**config.mk**
```make
export PLATFORM = sky130hd
export DESIGN_NAME = market_maker_requote
export DESIGN_NICKNAME = d
export VERILOG_FILES = /design/src/rtl/mmr_pkg.sv /design/src/rtl/mmr_front.sv /design/src/rtl/mmr_queue.sv /design/src/rtl/mmr_back.sv /design/src/rtl/market_maker_requote.sv
export SDC_FILE = /design/constraint.sdc
export NUM_CORES = 2
export LEC_CHECK = 0
export BUFFER_PORTS_ARGS = -buffer_cell sky130_fd_sc_hd__clkbuf_2
export CELL_PAD_IN_SITES_DETAIL_PLACEMENT = 1
export CELL_PAD_IN_SITES_GLOBAL_PLACEMENT = 2
export CORE_ASPECT_RATIO = 0.9
export CORE_MARGIN = 5
export CORE_UTILIZATION = 35
export CTS_BUF_LIST = sky130_fd_sc_hd__clkbuf_8
export DETAILED_ROUTE_END_ITERATION = 8
export PLACE_DENSITY_LB_ADDON = 0.25
export SYNTH_ARGS = -nofsm -noshare
export SYNTH_HDL_FRONTEND = slang
export SYNTH_SLANG_ARGS = --single-unit
```
**constraint.sdc**
```tcl
create_clock -name clk -period 9.6 [get_ports clk]
set_input_delay 1.92 -clock clk [delete_from_list [all_inputs] [get_ports clk]]
set_output_delay 1.92 -clock clk [all_outputs]
set_load 0.01 [all_outputs]
```
**src/rtl/mmr_pkg.sv**
```systemverilog
// shared types and constants of the market maker requote block
`default_nettype none
package mmr_pkg;

  localparam int PRICE_W     = 32;
  localparam int ID_W        = 32;
  localparam int QTY_W       = 32;
  localparam int THR_W       = 25;
  localparam int FRAC_W      = 24;
  localparam int PROD_W      = THR_W + PRICE_W;
  localparam int CFG_IDX_W   = 8;
  localparam int CFG_DATA_W  = 32;
  localparam int QDATA_W     = (PRICE_W > ID_W) ? PRICE_W : ID_W;
  localparam int QUEUE_DEPTH = 4;
  localparam int QUEUE_AW    = 2;
  localparam int IN_TDATA_W  = 136;
  localparam int OUT_TDATA_W = 104;

  localparam logic [CFG_IDX_W-1:0] CFG_SPREAD      = 8'd0;
  localparam logic [CFG_IDX_W-1:0] CFG_ORDER_SIZE  = 8'd1;
  localparam logic [CFG_IDX_W-1:0] CFG_THRESHOLD   = 8'd2;
  localparam logic [CFG_IDX_W-1:0] CFG_START_PRICE = 8'd3;

  localparam logic [PRICE_W-1:0] RST_SPREAD      = 32'd5000;
  localparam logic [QTY_W-1:0]   RST_ORDER_SIZE  = 32'd10;
  localparam logic [THR_W-1:0]   RST_THRESHOLD   = 25'd33554;
  localparam logic [PRICE_W-1:0] RST_START_PRICE = 32'd1000000;

  typedef enum logic [1:0] {
    OP_TRADE = 2'd0,
    OP_BOOK  = 2'd1,
    OP_TICK  = 2'd2,
    OP_ACK   = 2'd3
  } op_t;

  typedef enum logic {
    ACT_CANCEL = 1'b0,
    ACT_SUBMIT = 1'b1
  } act_t;

  typedef enum logic {
    SIDE_BID = 1'b0,
    SIDE_ASK = 1'b1
  } side_t;

  typedef enum logic [1:0] {
    BK_IDLE,
    BK_DECIDE,
    BK_EMIT
  } bk_state_t;

  typedef enum logic [1:0] {
    STEP_CXL_BID,
    STEP_CXL_ASK,
    STEP_SUB_BID,
    STEP_SUB_ASK
  } step_t;

  typedef struct packed {
    logic [PRICE_W-1:0] spread;
    logic [QTY_W-1:0]   order_size;
    logic [THR_W-1:0]   threshold;
    logic [PRICE_W-1:0] start_price;
  } cfg_t;

  typedef struct packed {
    logic               is_tick;
    logic               side;
    logic               accepted;
    logic [QDATA_W-1:0] data;
  } qent_t;

endpackage
`default_nettype wire

```
**src/rtl/mmr_front.sv**
```systemverilog
// front end: market data state, mid price and classification into the queue
`default_nettype none
module mmr_front (
  input  wire                              clk,
  input  wire                              rst_n,
  input  wire                              in_tvalid,
  output logic                             in_tready,
  input  wire  [mmr_pkg::IN_TDATA_W-1:0]   in_tdata,
  input  wire  [1:0]                       in_tuser,
  input  wire  [mmr_pkg::PRICE_W-1:0]      start_price,
  input  wire                              q_full,
  output logic                             q_push,
  output mmr_pkg::qent_t                   q_ent
);
  import mmr_pkg::*;

  logic [PRICE_W-1:0] trade_price, book_bid, book_ask;
  logic [ID_W-1:0]    ack_order_id;
  logic               bid_present, ask_present, ack_side, ack_accepted;
  op_t                op;
  logic               accept;

  logic [PRICE_W-1:0] trade_last_r, bid_r, ask_r, mid;
  logic               trade_valid_r, bid_valid_r, ask_valid_r;

  assign op           = op_t'(in_tuser);
  assign trade_price  = in_tdata[31:0];
  assign bid_present  = in_tdata[32];
  assign book_bid     = in_tdata[64:33];
  assign ask_present  = in_tdata[65];
  assign book_ask     = in_tdata[97:66];
  assign ack_side     = in_tdata[98];
  assign ack_accepted = in_tdata[99];
  assign ack_order_id = in_tdata[131:100];

  assign in_tready = !q_full;
  assign accept    = in_tvalid && in_tready;

  always_comb begin
    if (bid_valid_r && ask_valid_r) begin
      mid = {1'b0, bid_r[PRICE_W-1:1]} + {1'b0, ask_r[PRICE_W-1:1]}
          + {{(PRICE_W-1){1'b0}}, bid_r[0] & ask_r[0]};
    end else if (trade_valid_r) begin
      mid = trade_last_r;
    end else begin
      mid = start_price;
    end
  end

  always_comb begin
    q_push         = accept && (op == OP_TICK || op == OP_ACK);
    q_ent.is_tick  = (op == OP_TICK);
    q_ent.side     = ack_side;
    q_ent.accepted = ack_accepted;
    q_ent.data     = (op == OP_TICK) ? mid : ack_order_id;
  end

  always_ff @(posedge clk) begin
    if (!rst_n) begin
      trade_valid_r <= 1'b0;
      bid_valid_r   <= 1'b0;
      ask_valid_r   <= 1'b0;
    end else if (accept) begin
      if (op == OP_TRADE) begin
        trade_valid_r <= 1'b1;
      end
      if (op == OP_BOOK) begin
        bid_valid_r <= bid_present;
        ask_valid_r <= ask_present;
      end
    end
  end

  always_ff @(posedge clk) begin
    if (accept && op == OP_TRADE) begin
      trade_last_r <= trade_price;
    end
    if (accept && op == OP_BOOK) begin
      bid_r <= book_bid;
      ask_r <= book_ask;
    end
  end

endmodule
`default_nettype wire

```
**src/rtl/mmr_queue.sv**
```systemverilog
// short fifo between front and back end
`default_nettype none
module mmr_queue (
  input  wire             clk,
  input  wire             rst_n,
  input  wire             push,
  input  mmr_pkg::qent_t  push_ent,
  output logic            full,
  input  wire             pop,
  output logic            valid,
  output mmr_pkg::qent_t  pop_ent
);
  import mmr_pkg::*;

  qent_t                 mem_r [QUEUE_DEPTH];
  logic [QUEUE_AW-1:0]   wr_ptr_r, rd_ptr_r;
  logic [QUEUE_AW:0]     cnt_r;

  assign full    = (cnt_r == (QUEUE_AW+1)'(QUEUE_DEPTH));
  assign valid   = (cnt_r != '0);
  assign pop_ent = mem_r[rd_ptr_r];

  always_ff @(posedge clk) begin
    if (!rst_n) begin
      wr_ptr_r <= '0;
      rd_ptr_r <= '0;
      cnt_r    <= '0;
    end else begin
      if (push) begin
        wr_ptr_r <= wr_ptr_r + 1'b1;
      end
      if (pop) begin
        rd_ptr_r <= rd_ptr_r + 1'b1;
      end
      if (push && !pop) begin
        cnt_r <= cnt_r + 1'b1;
      end else if (pop && !push) begin
        cnt_r <= cnt_r - 1'b1;
      end
    end
  end

  always_ff @(posedge clk) begin
    if (push) begin
      mem_r[wr_ptr_r] <= push_ent;
    end
  end

endmodule
`default_nettype wire

```
**src/rtl/mmr_back.sv**
```systemverilog
// back end: live orders, requote decision and result sequencer
`default_nettype none
module mmr_back (
  input  wire                               clk,
  input  wire                               rst_n,
  input  mmr_pkg::cfg_t                     cfg,
  input  wire                               q_valid,
  input  mmr_pkg::qent_t                    q_ent,
  output logic                              q_pop,
  output logic                              out_tvalid,
  input  wire                               out_tready,
  output logic [mmr_pkg::OUT_TDATA_W-1:0]   out_tdata,  // side, price, quantity, cancel_id
  output logic                              out_tuser,  // action
  output logic                              out_tlast
);
  import mmr_pkg::*;

  bk_state_t          state_r, state_nxt;
  step_t              step_r, step_nxt, step_first;

  logic [PRICE_W-1:0] quoted_r, mid_r, diff_r, diff_nxt;
  logic               has_quoted_r;
  logic [ID_W-1:0]    live_id_r [2];
  logic [1:0]         live_vld_r, cxl_r;
  logic [PROD_W-1:0]  prod_r, prod_nxt;
  logic [PRICE_W-1:0] bid_px_r, ask_px_r, bid_px_nxt, ask_px_nxt;
  logic [PRICE_W-2:0] half;
  logic [PRICE_W:0]   ask_sum;
  logic               need, decide_go, out_load;

  act_t               res_act;
  side_t              res_side;
  logic [PRICE_W-1:0] res_price;
  logic [QTY_W-1:0]   res_qty;
  logic [ID_W-1:0]    res_id;
  logic               res_last;

  logic               out_vld_r;
  logic [OUT_TDATA_W-1:0] out_data_r;
  logic               out_act_r, out_last_r;

  // tick arithmetic
  assign diff_nxt = (q_ent.data > quoted_r) ? q_ent.data - quoted_r : quoted_r - q_ent.data;
  assign prod_nxt = {{PRICE_W{1'b0}}, cfg.threshold} * {{THR_W{1'b0}}, quoted_r};
  assign need     = !has_quoted_r
                 || ((quoted_r != '0) && ({1'b0, diff_r, {FRAC_W{1'b0}}} > prod_r));

  assign half       = cfg.spread[PRICE_W-1:1];
  assign bid_px_nxt = (mid_r >= {1'b0, half}) ? mid_r - {1'b0, half} : '0;
  assign ask_sum    = {1'b0, mid_r} + {2'b0, half};
  assign ask_px_nxt = ask_sum[PRICE_W] ? '1 : ask_sum[PRICE_W-1:0];

  assign step_first = live_vld_r[SIDE_BID] ? STEP_CXL_BID :
                      live_vld_r[SIDE_ASK] ? STEP_CXL_ASK : STEP_SUB_BID;

  always_ff @(posedge clk) begin
    if (!rst_n) begin
      state_r <= BK_IDLE;
      step_r  <= STEP_SUB_BID;
    end else begin
      state_r <= state_nxt;
      step_r  <= step_nxt;
    end
  end

  always_comb begin
    state_nxt = state_r;
    step_nxt  = step_r;
    q_pop     = 1'b0;
    decide_go = 1'b0;
    out_load  = 1'b0;
    unique case (state_r)
      BK_IDLE: begin
        if (q_valid) begin
          q_pop = 1'b1;
          if (q_ent.is_tick) begin
            state_nxt = BK_DECIDE;
          end
        end
      end
      BK_DECIDE: begin
        if (need) begin
          decide_go = 1'b1;
          state_nxt = BK_EMIT;
          step_nxt  = step_first;
        end else begin
          state_nxt = BK_IDLE;
        end
      end
      BK_EMIT: begin
        if (!out_vld_r || out_tready) begin
          out_load = 1'b1;
          unique case (step_r)
            STEP_CXL_BID: step_nxt = cxl_r[SIDE_ASK] ? STEP_CXL_ASK : STEP_SUB_BID;
            STEP_CXL_ASK: step_nxt = STEP_SUB_BID;
            STEP_SUB_BID: step_nxt = STEP_SUB_ASK;
            STEP_SUB_ASK: state_nxt = BK_IDLE;
            default:      state_nxt = BK_IDLE;
          endcase
        end
      end
      default: state_nxt = BK_IDLE;
    endcase
  end

  always_comb begin
    res_act   = ACT_SUBMIT;
    res_side  = SIDE_BID;
    res_price = '0;
    res_qty   = cfg.order_size;
    res_id    = '0;
    res_last  = 1'b0;
    unique case (step_r)
      STEP_CXL_BID: begin
        res_act = ACT_CANCEL;
        res_qty = '0;
        res_id  = live_id_r[SIDE_BID];
      end
      STEP_CXL_ASK: begin
        res_act  = ACT_CANCEL;
        res_side = SIDE_ASK;
        res_qty  = '0;
        res_id   = live_id_r[SIDE_ASK];
      end
      STEP_SUB_BID: begin
        res_price = bid_px_r;
      end
      STEP_SUB_ASK: begin
        res_side  = SIDE_ASK;
        res_price = ask_px_r;
        res_last  = 1'b1;
      end
      default: res_act = ACT_SUBMIT;
    endcase
  end

  always_ff @(posedge clk) begin
    if (!rst_n) begin
      live_vld_r   <= '0;
      has_quoted_r <= 1'b0;
      quoted_r     <= '0;
    end else if (q_pop && !q_ent.is_tick) begin
      live_vld_r[q_ent.side] <= q_ent.accepted;
    end else if (decide_go) begin
      live_vld_r   <= '0;
      has_quoted_r <= 1'b1;
      quoted_r     <= mid_r;
    end
  end

  always_ff @(posedge clk) begin
    if (q_pop && !q_ent.is_tick && q_ent.accepted) begin
      live_id_r[q_ent.side] <= q_ent.data[ID_W-1:0];
    end
    if (q_pop && q_ent.is_tick) begin
      mid_r  <= q_ent.data[PRICE_W-1:0];
      diff_r <= diff_nxt;
      prod_r <= prod_nxt;
    end
    if (decide_go) begin
      cxl_r    <= live_vld_r;
      bid_px_r <= bid_px_nxt;
      ask_px_r <= ask_px_nxt;
    end
  end

  // output register
  always_ff @(posedge clk) begin
    if (!rst_n) begin
      out_vld_r <= 1'b0;
    end else if (out_load) begin
      out_vld_r <= 1'b1;
    end else if (out_tready) begin
      out_vld_r <= 1'b0;
    end
  end

  always_ff @(posedge clk) begin
    if (out_load) begin
      out_data_r <= {7'b0, res_id, res_qty, res_price, res_side};
      out_act_r  <= res_act;
      out_last_r <= res_last;
    end
  end

  assign out_tvalid = out_vld_r;
  assign out_tdata  = out_data_r;
  assign out_tuser  = out_act_r;
  assign out_tlast  = out_last_r;

endmodule
`default_nettype wire

```
**src/rtl/market_maker_requote.sv**
```systemverilog
// top level of the market maker requote block
//
// Trades and top-of-book updates are taken one per cycle while the queue has
// room, and update the market state at once. Ticks and order acknowledgments
// pass through a four-entry queue to the back end, which applies an
// acknowledgment on pop and handles a tick in steps (difference and threshold
// product, then the compare, then one step per emitted result, two to four of
// them). A requote burst stalls the input only when four ticks or
// acknowledgments stack up behind it. The configuration port is always ready;
// registers are to be written between bursts; the block does not enforce it.
`default_nettype none
module market_maker_requote (
  input  wire                               clk,
  input  wire                               rst_n,
  // trade_price, bid_present, book_bid, ask_present, book_ask,
  // ack_side, ack_accepted, ack_order_id
  input  wire                               in_tvalid,
  output logic                              in_tready,
  input  wire  [mmr_pkg::IN_TDATA_W-1:0]    in_tdata,
  input  wire  [1:0]                        in_tuser,   // op
  // side, price, quantity, cancel_id
  output logic                              out_tvalid,
  input  wire                               out_tready,
  output logic [mmr_pkg::OUT_TDATA_W-1:0]   out_tdata,
  output logic                              out_tuser,  // action
  output logic                              out_tlast,
  input  wire                               cfg_valid,
  output logic                              cfg_ready,
  input  wire  [mmr_pkg::CFG_IDX_W-1:0]     cfg_index,
  input  wire  [mmr_pkg::CFG_DATA_W-1:0]    cfg_data
);
  import mmr_pkg::*;

  cfg_t  cfg_r;
  logic  q_push, q_full, q_pop, q_valid;
  qent_t q_push_ent, q_pop_ent;

  assign cfg_ready = 1'b1;

  always_ff @(posedge clk) begin
    if (!rst_n) begin
      cfg_r.spread      <= RST_SPREAD;
      cfg_r.order_size  <= RST_ORDER_SIZE;
      cfg_r.threshold   <= RST_THRESHOLD;
      cfg_r.start_price <= RST_START_PRICE;
    end else if (cfg_valid && cfg_ready) begin
      unique case (cfg_index)
        CFG_SPREAD:      cfg_r.spread      <= cfg_data[PRICE_W-1:0];
        CFG_ORDER_SIZE:  cfg_r.order_size  <= cfg_data[QTY_W-1:0];
        CFG_THRESHOLD:   cfg_r.threshold   <= cfg_data[THR_W-1:0];
        CFG_START_PRICE: cfg_r.start_price <= cfg_data[PRICE_W-1:0];
        default: ;
      endcase
    end
  end

  mmr_front u_front (
    .clk         (clk),
    .rst_n       (rst_n),
    .in_tvalid   (in_tvalid),
    .in_tready   (in_tready),
    .in_tdata    (in_tdata),
    .in_tuser    (in_tuser),
    .start_price (cfg_r.start_price),
    .q_full      (q_full),
    .q_push      (q_push),
    .q_ent       (q_push_ent)
  );

  mmr_queue u_queue (
    .clk      (clk),
    .rst_n    (rst_n),
    .push     (q_push),
    .push_ent (q_push_ent),
    .full     (q_full),
    .pop      (q_pop),
    .valid    (q_valid),
    .pop_ent  (q_pop_ent)
  );

  mmr_back u_back (
    .clk        (clk),
    .rst_n      (rst_n),
    .cfg        (cfg_r),
    .q_valid    (q_valid),
    .q_ent      (q_pop_ent),
    .q_pop      (q_pop),
    .out_tvalid (out_tvalid),
    .out_tready (out_tready),
    .out_tdata  (out_tdata),
    .out_tuser  (out_tuser),
    .out_tlast  (out_tlast)
  );

endmodule
`default_nettype wire

```
==> summary.md <==
| Metric | Value |
|---|---|
| Synth Instances | roughly 6000 |
| Yosys warning count | 0 |
| Int Pwr | approximately 0.0093 W |
| IO Port Bufs | 279 |
| Largest area contributor in the netlist | edfxtp_1 |
| Sequential Power Share | just over 30% |
| CP required | approximately 10000 ps |
| Synth cell types | 80 |
| Layout cells sized above 1 | 10.24% |
| RSZ-0062 raised after global routing | false |
| Initial cell density of the core | approximately a third |
| Worst vdd ir | roughly 0.00018 V |
| Worst slew pin tran | 1196 ps |
| Final Routed Wirelength | a little over 200000 um |
| P_sw | 0.007619 W |
| Slowest stage delay, CP | between 800 and 900 ps |
| Final GP Congestion | approximately 0.88 |
| Largest family of logic cells by synthesized area | adder cells |
| Final Net Count | around 7500 |
| Num CTS Buffers | around 140 |
| Skew final | between 60 and 70 ps |
| Adder-Cell Fraction of Synth Area | a little under a third |
| Post-synth EDFFs | approximately 590 |
| Final setup vio count | 0 |
| Core Area | ~0.18 mm2 |
| Combinational power share | between 50% and 60% |
| CP Data Arrival Time | around 9100 ps |
| Most frequent cells in the layout | inv_1, nand2_1, fa_1, edfxtp_1, and2_1 |
| Switching Fraction | 45.02% |
| Iter 0 DRT Violations | roughly 3200 |
| Commonest non-fill, non-tap cell in the layout | inv_1 |
| Outcome | completed |
| CTS clk-pin slew, worst paths | around 60 ps |
| Filler cells | a little under 20000 |
| Mux cell area share after synthesis | ~2.2% |
| Pleak | ~30 nW |
| Most frequent CP cell | fa_1 |
| Post-synth ARST share | 0% |
| Period utilisation layout | about nine tenths |
| Pwr/cell area | approximately 250 mW/mm2 |
| CTS Root Cell | clkbuf_8 |
| Post_cts resized | 0 |
| Synth top area cells | edfxtp_1, fa_1, ha_1, inv_1, dfxtp_1 |
| WHS | roughly 460 ps |
| Top FF cell, synth | edfxtp_1 |
| CP max-delay cell | dfxtp_1 |
| FF+latch count, synth | 757 |
| Top cell type's share of synthesized area | between 20 and 30% |
| # rows | roughly 150 |
| Hold Buf Count CTS | 0 |
| Startpoint Class | flip-flop |
| CP endpoint kind | flip-flop |
| Worst reg2reg path depth | 21 |
| CTS max path bufs | 3 |
| Via count | 44510 |
| DIE AREA | around 0.19 mm2 |
| Slew headroom | about a fifth |
| Xor/xnor share of the synthesized area | about 2.2% |
| Critical path type | reg2reg |
| Hold Crit Depth | 2 |
| Mapped Avg Cell Area | between 10 and 15 um2 |
| Chip Height | between 400 and 500 um |
| Grt ovf | 0 |
| Worst min-delay path category | reg2reg |
| Largest net degree at the start of global routing | about 130 |
| Mapped cell area | 0.06200 mm2 |
| Max Cap Violations | 0 |
| Final Critical Period | 8526 ps |
| Fin. Hold Viols | 0 |
| Die span in x | between 400 and 500 um |
| DR vias/cell | around 5 |
| Post-route setup TNS | 0 ps |
| Sink Count | 757 |
| I/O Pins | a little under 300 |
| Synth Area in Simple Gates | 13.80% |
| Fmax | ~120 MHz |
| Clk pwr share | ~19% |
| First-pass GRT wire length | between 300000 and 400000 um |
| Antenna-violating nets left | 0 |
| Crit-path cells | buf_4 > nand2_1 > fa_1 > inv_1 > fa_1 > fa_1 > fa_1 > fa_1 > fa_1 > inv_1 > fa_1 > inv_1 > ha_1 > nand4_1 > a2111oi_0 > o21ai_1 > a22o_1 > o211a_1 > o21ai_1 > o21ai_0 > xnor2_1 |
| Initial antenna violation count | 12 |
| H-tree Lvls | 4 |
| Total GRT Usage | between 20% and 30% |
| Area Growth Syn to Fin | 10.54% |
| Dpl hpwl | approximately 160000 um |
| Crit path max fanout | 16 |
| Vias in the first global route | about 47000 |
| Post-CTS Setup Repair Bufs | 0 |
| CTS tree | done |
| Synth Area in Compound Gates | 9.736% |
| Clk_lat worst skew | 870 ps |
| DRT Pass-1 Iters | 5 |
| Pins Over Slew Limit | 0 |
| Seq/Total Area, Yosys | 33.89% |
| Detailed-route DRC error count | 0 |
| Avg WL per Cell | between 20 and 25 um |
==> path summary, 6_finish.rpt <==
| check | from | to | slack, ps |
|---|---|---|---|
| worst min-delay path | cfg_r[76] | cfg_r[76] | 460 |
| worst max register to register | u_back.quoted_r[10] | u_back.prod_r[56] | 1070 |
| worst max-delay path | u_back.quoted_r[10] | u_back.prod_r[56] | 1070 |
| worst min register to register | cfg_r[76] | cfg_r[76] | 460 |
==> registers in the layout (all words and copies together), names as in the netlist, 57 cells and up, named ones only <==
name and count:
u_queue.mem_r 140, cfg_r 120, u_back.out_tdata 97, u_back.live_id_r 64, u_back.prod_r 57
==> critical path, delay by kind of cell, from the launching register on <==
kind | cells | cell delay (ps)
AO/OA/AOI/OAI | 6 | 2130
XOR/XNOR | 1 | 150
adder cells (fa/ha/maj) | 8 | 4090
buffers and inverters | 4 | 560
flip-flops | 1 | 890
AND/OR/NAND/NOR | 2 | 470
==> synthesized netlist by cell type (all sizes together) (38+ instances only) <==
cell type,instances
inv,943
dfxtp,172
nand2,805
a21oi,232
ha,391
o21bai,39
and2,486
a21o,85
clkbuf,317
edfxtp,585
nand4,42
xor2,47
xnor2,108
nand3,79
a22o,66
a21boi,114
o21ai,181
fa,694
mux2i,42
nor2b,38
nor2,165
==> through the flow <==
stage / total power (W) / instances / setup WS [ps] / utilization, % / instance area [um2]
after floorplan: 0.01074 / 6069 / 2506 / - / 62020
after global placement: 0.01369 / 8462 / 1113 / 37.37 / 65810
after detailed placement: 0.01386 / 8462 / 1019 / 37.37 / 65810
after CTS: 0.01710 / 8707 / 1017 / 38.91 / 68520
after global routing: 0.01820 / 8709 / 564.8 / 38.91 / 68520
final: 0.01692 / 8712 / 1074 / 38.92 / 68530
==> cell families after synthesis <==
kind of cell               count (synthesis)
DFF                                      757
xor gates and xnor gates                 155
muxes                                     89
and+or+nand+nor                         1770
adders and majority gates               1085
buffers and inverters                   1292
other                                      2
AOI/OAI and AO/OA                        913
==> power by group through the flow <==
stage	Sequential, W	Clock, W	Combinational, W
finish	0.00524	0.00313	0.00856
global route	0.00529	0.00338	0.00953
CTS	0.00525	0.00322	0.00863
detailed placement	0.00531	0	0.00855
global placement	0.00529	0	0.00841
floorplan	0.00491	0	0.00583
==> layer usage <==
layer  GRT usage [%]  vias to the layer above  wire (um)
met5               0                        -         27
met4           4.109                        4       3229
met3           2.586                      194       8454
met2           35.07                      951      93630
met1           31.60                    23300      96150
li1                -                    20060          -
==> layout make-up <==
type	instances	area (um2)	area share [%]
clock buffers	144	1982	2.892
multi-input cells	4020	36160	52.77
flip-flops and latches	757	21030	30.69
diodes	5	12.51	0.01826
inverters	944	3543	5.171
clock inverters	101	724.4	1.057
well taps	2368	2963	4.323
repair buffers	373	2108	3.076
Power figures use the tool's default switching activity.
